File: src/hw/rtl/pcbs_pkg.sv
// ----------------------------------------------------------------------------
// pcbs_pkg: shared types and helpers for the per-class box suppression core
// Box, corner and cell record types, register indexes, sequencer states and
// the corner arithmetic shared by the candidate front end and the cells.
// ----------------------------------------------------------------------------
`default_nettype none

package pcbs_pkg;

	localparam int MAX_BOXES_DEF = 64;
	localparam int CFG_IDX_W     = 1;
	localparam int CFG_DATA_W    = 16;
	localparam logic [15:0] OVERLAP_THR_RESET = 16'd29491;
	// Length of ST_CALC: from a candidate being captured to the cell hits being valid.
	localparam int CALC_CYCLES   = 6;
	localparam int CALC_CNT_W    = 3;
	localparam logic [17:0] HALF_ONE = 18'd32768;

	typedef enum logic [CFG_IDX_W-1:0] {
		REG_SCORE_THR   = 1'b0,
		REG_OVERLAP_THR = 1'b1
	} reg_idx_t;

	typedef enum logic [1:0] {
		ST_IDLE,
		ST_CALC,
		ST_LOAD,
		ST_EMIT
	} state_t;

	typedef struct packed {
		logic [15:0] center_x;
		logic [15:0] center_y;
		logic [15:0] box_width;
		logic [15:0] box_height;
		logic [7:0]  class_id;
		logic [15:0] score;
		logic        final_box;
	} in_item_t;

	typedef struct packed {
		logic [15:0] kept_x;
		logic [15:0] kept_y;
		logic [15:0] kept_width;
		logic [15:0] kept_height;
		logic [7:0]  kept_class;
		logic [15:0] kept_score;
		logic        valid_res;
		logic        overflowed;
		logic        last_result;
	} out_item_t;

	// Clipped corners in half-units; a low corner is not clipped above.
	typedef struct packed {
		logic [16:0] lo_x;
		logic [15:0] hi_x;
		logic [16:0] lo_y;
		logic [15:0] hi_y;
	} corners_t;

	typedef struct packed {
		logic [15:0] x;
		logic [15:0] y;
		logic [15:0] w;
		logic [15:0] h;
		logic [7:0]  cls;
		logic [15:0] score;
		corners_t    cor;
		logic [30:0] area;
		logic        sup;
		logic        valid;
	} entry_t;

	typedef struct packed {
		logic load;
		logic shift;
		logic flush;
	} cell_ctrl_t;

	function automatic logic [15:0] span(logic [16:0] lo, logic [15:0] hi);
		logic [16:0] hi_e;
		hi_e = {1'b0, hi};
		if (hi_e > lo) begin
			span = 16'(hi_e - lo);
		end else begin
			span = 16'd0;
		end
	endfunction

	function automatic corners_t box_corners(logic [15:0] x, logic [15:0] y,
			logic [15:0] w, logic [15:0] h);
		logic [17:0] cx2, cy2, hx, hy;
		corners_t c;
		cx2 = {1'b0, x, 1'b0};
		cy2 = {1'b0, y, 1'b0};
		hx  = cx2 + {2'b00, w};
		hy  = cy2 + {2'b00, h};
		c.lo_x = (cx2 > {2'b00, w}) ? 17'(cx2 - {2'b00, w}) : 17'd0;
		c.lo_y = (cy2 > {2'b00, h}) ? 17'(cy2 - {2'b00, h}) : 17'd0;
		c.hi_x = (hx > HALF_ONE) ? HALF_ONE[15:0] : hx[15:0];
		c.hi_y = (hy > HALF_ONE) ? HALF_ONE[15:0] : hy[15:0];
		box_corners = c;
	endfunction

endpackage

`default_nettype wire

File: src/hw/rtl/pcbs_cell.sv
// ----------------------------------------------------------------------------
// pcbs_cell: one storage cell of the box chain
// Holds one stored box, tests it against the current candidate through a
// five-stage overlap pipeline, and hands its contents to the cell below on a shift.
// ----------------------------------------------------------------------------
`default_nettype none

module pcbs_cell
	import pcbs_pkg::*;
(
	input  wire logic        clk,
	input  wire logic        arst_n,
	input  wire cell_ctrl_t  ctrl,
	input  wire logic        prev_valid,
	input  wire entry_t      cand,
	input  wire entry_t      next_entry,
	input  wire logic [15:0] overlap_thr,
	output entry_t           entry,
	output logic             hit
);

	entry_t      data_q;
	logic        valid_q;
	logic        sup_q;
	logic        do_load;

	logic [15:0] ix_s1, iy_s1;
	logic        match_s1;
	logic [31:0] inter_s2;
	logic        match_s2;
	logic [31:0] uni_s3;
	logic [31:0] inter_s3;
	logic        match_s3;
	logic [47:0] prod_s4;
	logic [31:0] inter_s4;
	logic        nz_s4;
	logic        match_s4;
	logic        hit_s5;

	assign do_load = ctrl.load && !valid_q && prev_valid;

	always_ff @(posedge clk or negedge arst_n) begin
		if (!arst_n) begin
			valid_q <= 1'b0;
			sup_q   <= 1'b0;
		end else if (ctrl.flush) begin
			valid_q <= 1'b0;
			sup_q   <= 1'b0;
		end else if (ctrl.shift) begin
			valid_q <= next_entry.valid;
			sup_q   <= next_entry.sup;
		end else if (do_load) begin
			valid_q <= 1'b1;
			sup_q   <= cand.sup;
		end
	end

	always_ff @(posedge clk) begin
		if (ctrl.shift) begin
			data_q <= next_entry;
		end else if (do_load) begin
			data_q <= cand;
		end
	end

	always_comb begin
		entry       = data_q;
		entry.valid = valid_q;
		entry.sup   = sup_q;
	end

	// Overlap test against the candidate; inputs hold steady while it runs.
	always_ff @(posedge clk) begin
		ix_s1    <= span((data_q.cor.lo_x > cand.cor.lo_x) ? data_q.cor.lo_x : cand.cor.lo_x,
			(data_q.cor.hi_x < cand.cor.hi_x) ? data_q.cor.hi_x : cand.cor.hi_x);
		iy_s1    <= span((data_q.cor.lo_y > cand.cor.lo_y) ? data_q.cor.lo_y : cand.cor.lo_y,
			(data_q.cor.hi_y < cand.cor.hi_y) ? data_q.cor.hi_y : cand.cor.hi_y);
		match_s1 <= valid_q && !sup_q && (data_q.cls == cand.cls);

		inter_s2 <= 32'(ix_s1) * 32'(iy_s1);
		match_s2 <= match_s1;

		uni_s3   <= 32'(data_q.area) + 32'(cand.area) - inter_s2;
		inter_s3 <= inter_s2;
		match_s3 <= match_s2;

		prod_s4  <= 48'(overlap_thr) * 48'(uni_s3);
		inter_s4 <= inter_s3;
		nz_s4    <= (uni_s3 != 32'd0);
		match_s4 <= match_s3;

		hit_s5   <= match_s4 && nz_s4 && ({inter_s4, 16'd0} >= prod_s4);
	end

	assign hit = hit_s5;

endmodule

`default_nettype wire

File: config.mk
export PLATFORM = sky130hd
export DESIGN_NAME = pcbs_cell
export DESIGN_NICKNAME = d
export VERILOG_FILES = /design/src/hw/rtl/pcbs_pkg.sv /design/src/hw/rtl/pcbs_cell.sv
export SDC_FILE = /design/constraint.sdc
export NUM_CORES = 2
export LEC_CHECK = 0
export BUFFER_PORTS_ARGS = -buffer_cell sky130_fd_sc_hd__clkbuf_2
export CORE_ASPECT_RATIO = 1.2
export CORE_MARGIN = 2
export CORE_UTILIZATION = 25
export CTS_CLUSTER_DIAMETER = 40
export CTS_CLUSTER_SIZE = 8
export DETAILED_ROUTE_END_ITERATION = 10
export PLACE_DENSITY = 0.51
export SETUP_SLACK_MARGIN = 0.2
export SYNTH_ARGS = -nofsm -noshare
export SYNTH_HDL_FRONTEND = slang
export SYNTH_SLANG_ARGS = --single-unit
File: constraint.sdc
create_clock -name clk -period 25.3 [get_ports clk]
set_clock_uncertainty 0.05 [all_clocks]
set_input_delay 1.265 -clock clk [delete_from_list [all_inputs] [get_ports clk]]
set_output_delay 1.265 -clock clk [all_outputs]
set_load 0.02 [all_outputs]
# After elaboration in Yosys (flattened, before gate mapping)
# Cells that the tools add are included.
[op_classes]
add_sub_neg = 4
n_mul = 2
order_cmp = 7
eq_ne = 1
n_mux = 12
n_reduce_logical = 11
[op_table]
columns = ["operator", "n"]
rows = [
  ["187-bit 2-to-1 mux", 2],
  ["48-bit greater-or-equal comparator", 1],
  ["16-bit by 32-bit multiplier with 48-bit output", 1],
  ["16-bit by 17-bit greater-than comparator with 1-bit output", 2],
  ["17-bit greater-than comparator", 2],
  ["17-bit 2-to-1 mux", 2],
  ["31-bit by 31-bit adder with 32-bit output", 1],
  ["16-bit less-than comparator", 2],
  ["16-bit by 16-bit multiplier with 32-bit output", 1],
  ["16-bit 2-to-1 mux", 2],
  ["32-bit nonzero test", 1],
  ["16-bit subtractor", 2],
  ["32-bit subtractor", 1],
  ["8-bit equality test", 1],
  ["1-bit logical AND", 6],
  ["1-bit 2-to-1 mux", 6],
  ["3-bit nonzero test", 1],
  ["1-bit logical NOT", 2],
  ["2-bit nonzero test", 1],
]
[word_totals]
regBits = 401
input_bits = 396
out_inout_bits = 188
wordCells = 63

# Longest topological paths before layout
[logic_depth]
word_depth = 6
depth_mapped = 24
depth_no_buf = 23

# Worst setup path after synthesis
# No wires, ideal clock.
[synth_timing]
path_type = "input port to flip-flop"
start = "in prev_valid"
end = "reg sup_q"
setup_ns = 0.554
t_arrival_ns = 10.172
required_time_ns = 24.696
setup_slack_ns = 14.524
stages = 3
path_buffers = 0
cell_sequence = "nand2_1 > o21bai_1 > a211oi_1"
[synth_via]
elab_chain_len = 2
[synth_rtl]
columns = ["element", "line_no", "source"]
rows = [
  ["from (decl)", "pcbs_cell.sv:14", "input wire logic prev_valid,"],
  ["1-bit logical AND", "pcbs_cell.sv:40", "assign do_load = ctrl.load && !valid_q && prev_valid;"],
  ["3-bit nonzero test (no source line)", "--", ""],
  ["to (signal assigned)", "pcbs_cell.sv:51", "sup_q <= next_entry.sup;"],
  ["to (signal assigned)", "pcbs_cell.sv:54", "sup_q <= cand.sup;"],
  ["to (decl)", "pcbs_cell.sv:24", "logic sup_q;"],
]
# No other way between the ends.
# A chain may end at the register's enable or synchronous reset.

# Final worst setup path
[layout_timing]
start = "in overlap_thr[5]"
end = "reg prod_s4[46]"
[layout_via]
elab_chain_len = 1
[layout_rtl]
columns = ["element", "line_no", "source"]
rows = [
  ["from (decl)", "pcbs_cell.sv:17", "input wire logic [15:0] overlap_thr,"],
  ["16-bit by 32-bit multiplier with 48-bit output", "pcbs_cell.sv:87", "prod_s4 <= 48'(overlap_thr) * 48'(uni_s3);"],
  ["to (signal assigned)", "pcbs_cell.sv:87", ""],
  ["to (decl)", "pcbs_cell.sv:34", "logic [47:0] prod_s4;"],
]
# No other way between the ends.

==> results.py <==
metrics = {
    "clock_tree": {
        "cts_sinks": 401,
        "clockBufferDepth": 3,
        "htreeDepth": 3,
        "clk_pin_slew_ps": 50,
        "cts_tree": "built",
        "numCtsBuffers": 85,
        "cts-root-buf": "clkbuf_16",
        "cts_resized": 0,
        "postCtsHoldBufs": 0,
        "clkLatencyLatePin_ps": 690,
        "postCtsSetupBuffers": 0,
    },
    "timing": {
        "worst_pin_slew_ps": 1500,
        "timing.slew.headroom_pct": -0.0744,
        "setup_viol": 0,
        "fin_setup_tns_ps": 0,
        "fin_crit_sh_pct": 32.6,
        "min_period_ps": 8260,
        "hold_viol_final": 0,
        "rsz0062_at_grt": "no",
        "fmax_ghz": 0.121,
        "finalMaxSlewViolations": 7,
    },
    "synthesis": {
        "ys.flop_type": "dfxtp_1",
        "syn_area_per_cell_sq_um": 9.59,
        "synth_edf_count": 185,
        "seq_area_frac_synth_pct": 22.6,
        "yosys_warnings": 0,
        "synthArstFlopShare_pct": 0.499,
        "synth-seq-cells": 401,
        "synth_cell_types": 77,
        "postSynthCellCount": 4565,
        "syn_nets": 5990,
        "synth_area_sq_mm": 0.0438,
    },
    "placed_design": {
        "hpwl_um": 116000,
        "dpl.cell_count": 7304,
        "io_buffers": 582,
        "routabilityCongestion": 0.907,
    },
    "floorplanning": {
        "die_w_um": 386,
        "ios": 584,
        "rows": 168,
        "die_area_sq_mm": 0.179,
        "die_h_um": 462,
        "start_util_pct": 25.1,
        "core_sq_mm": 0.174,
    },
    "detailed_routing": {
        "vias_per_cell": 4.46,
        "wl_um": 143000,
        "drc": 0,
        "vias": 33300,
        "drtPass1Iterations": 7,
        "drt_iter0_drc": 1679,
        "wl_per_cell_um": 19.2,
        "ant_nets": 0,
    },
    "status": {
        "violations": "slew limit",
        "status": "complete, but fails checks",
    },
    "layout": {
        "nets": 6521,
        "fin_cells": 7462,
        "drive_above_1_share_pct": 17.5,
        "layout_common_cells": "923 x inv_1, 645 x fa_1, 624 x nand2_1, 581 x clkbuf_2, 384 x ha_1",
        "layout_commonest_cell": "inv_1",
        "area_growth_pct": 19.0,
    },
    "worst_setup_path": {
        "required_ps": 25850,
        "crit_path_max_fanout": 32,
        "path_class": "input port to register",
        "end_kind": "register",
        "cp-start-kind": "input port",
        "cp.arrival_ps": 8810,
    },
    "grt": {
        "grt_pass1_wl_um": 219000,
        "grt_start_max_net_pins": 167,
        "grt_pass1_vias": 35800,
        "track_usage_pct": 16.2,
        "grt.overflow.total": 0,
        "antenna_found_initial": 23,
    },
    "run": {
        "drv_cap": 0,
    },
    "worst_hold_path": {
        "hp-class": "register to register",
    },
}
stage by stage:
stage	util (%)	setup WS [ps]	instance area (sq um)	hold slack, ps
5_1_grt	29.9	16630	52100	268
6_report	29.9	17040	52100	272
2_1_floorplan	-	14520	43800	260
3_5_place_dp	28.2	16300	49200	262
4_1_cts	29.9	17010	52100	237
3_3_place_gp	28.2	16320	49200	260
registers in the layout, indices dropped and copies added, names as in the netlist, 16 cells and up:
signal / count
entry: 185
prod_s4: 48
inter_s2: 32
inter_s3: 32
inter_s4: 32
uni_s3: 32
ix_s1: 16
iy_s1: 16
final timing paths:
kind / start / end / slack (ps) / cells past startpoint
max reg2reg: uni_s3[18] / prod_s4[46] / 17420 / 19
max in group asynchronous: arst_n / valid_q / 24800 / 1
min: inter_s3[6] / inter_s4[6] / 270 / 0
min in group asynchronous: arst_n / sup_q / 300 / 1
max: overlap_thr[5] / prod_s4[46] / 17040 / 24
min reg2reg: inter_s3[6] / inter_s4[6] / 270 / 0
Yosys cell counts (all sizes together), types with 3 or more instances:
cell type | n | area [sq um]
a2111oi | 4 | 42.5
a211o | 7 | 62.6
a211oi | 26 | 200
a21boi | 10 | 75.1
a21o | 86 | 649
a21oi | 111 | 571
a221o | 4 | 41.3
a31o | 3 | 26.3
a31oi | 17 | 106
a41oi | 3 | 26.3
and2 | 304 | 1900
and3 | 18 | 114
and4 | 3 | 26.3
buf | 12 | 65.1
clkbuf | 156 | 586
dfxtp | 214 | 4280
edfxtp | 185 | 5560
fa | 645 | 12900
ha | 384 | 4800
inv | 923 | 3460
mux2 | 125 | 1410
mux2i | 40 | 400
nand2 | 624 | 2340
nand2b | 27 | 169
nand3 | 26 | 130
nand4 | 32 | 200
nor2 | 82 | 308
nor2b | 31 | 194
nor3 | 39 | 195
nor3b | 8 | 60.1
nor4 | 19 | 125
o211ai | 9 | 72.6
o21a | 21 | 158
o21ai | 179 | 900
o21bai | 13 | 97.6
o22ai | 4 | 25.0
o311ai | 3 | 26.3
o31ai | 7 | 52.6
o41ai | 5 | 43.8
or2 | 7 | 43.8
or3 | 9 | 56.3
xnor2 | 74 | 648
xor2 | 43 | 377
critical path, stage by stage:
cell	delay, ps
clkbuf_2	500
and2_1	400
fa_1	510
inv_1	50
fa_1	470
inv_1	50
fa_1	500
inv_1	50
fa_1	530
inv_1	50
fa_1	490
inv_1	50
fa_1	480
inv_1	40
ha_1	340
o21ai_0	140
o21a_1	190
nor3_1	350
o21ai_0	210
o311ai_1	900
o2111ai_1	500
o21ai_1	330
a221o_1	200
xor2_1	180
cells by family (layout without fill, tap and decap cells):
group	count (synthesis)	in the layout	share of synthesized area [%]
and+or+nand+nor	1237	1237	13.6
buffers and inverters	1091	1682	9.40
adders and majority gates	1029	1029	40.5
AOI/OAI and AO/OA	525	525	7.53
DFF	401	401	22.6
muxes	165	165	4.13
xor gates and xnor gates	117	117	2.34
other	0	11	0
cell type report:
class,instances,area (sq um)
clock inverter,43,541
fill,18400,122000
antenna,11,27.5
sequential,401,9890
tap,2295,2870
timing repair buffer,612,3160
clock buffer,104,2350
multi-input combinational,3073,29800
inverter,923,3460
layer usage:
metal | routed length, um | share of wire [%] | global-route usage (%) | vias to the layer above
li1 | - | - | - | 15400
met1 | 60900 | 43 | 20.4 | 16600
met2 | 66900 | 47 | 26.5 | 978
met3 | 10300 | 7.2 | 4.24 | 218
met4 | 4760 | 3.3 | 5.48 | 18
met5 | 111 | 0.078 | 0 | -
Power is not shown: default switching activity piles up to over one toggle a cycle in this logic, so the estimate is an artifact.
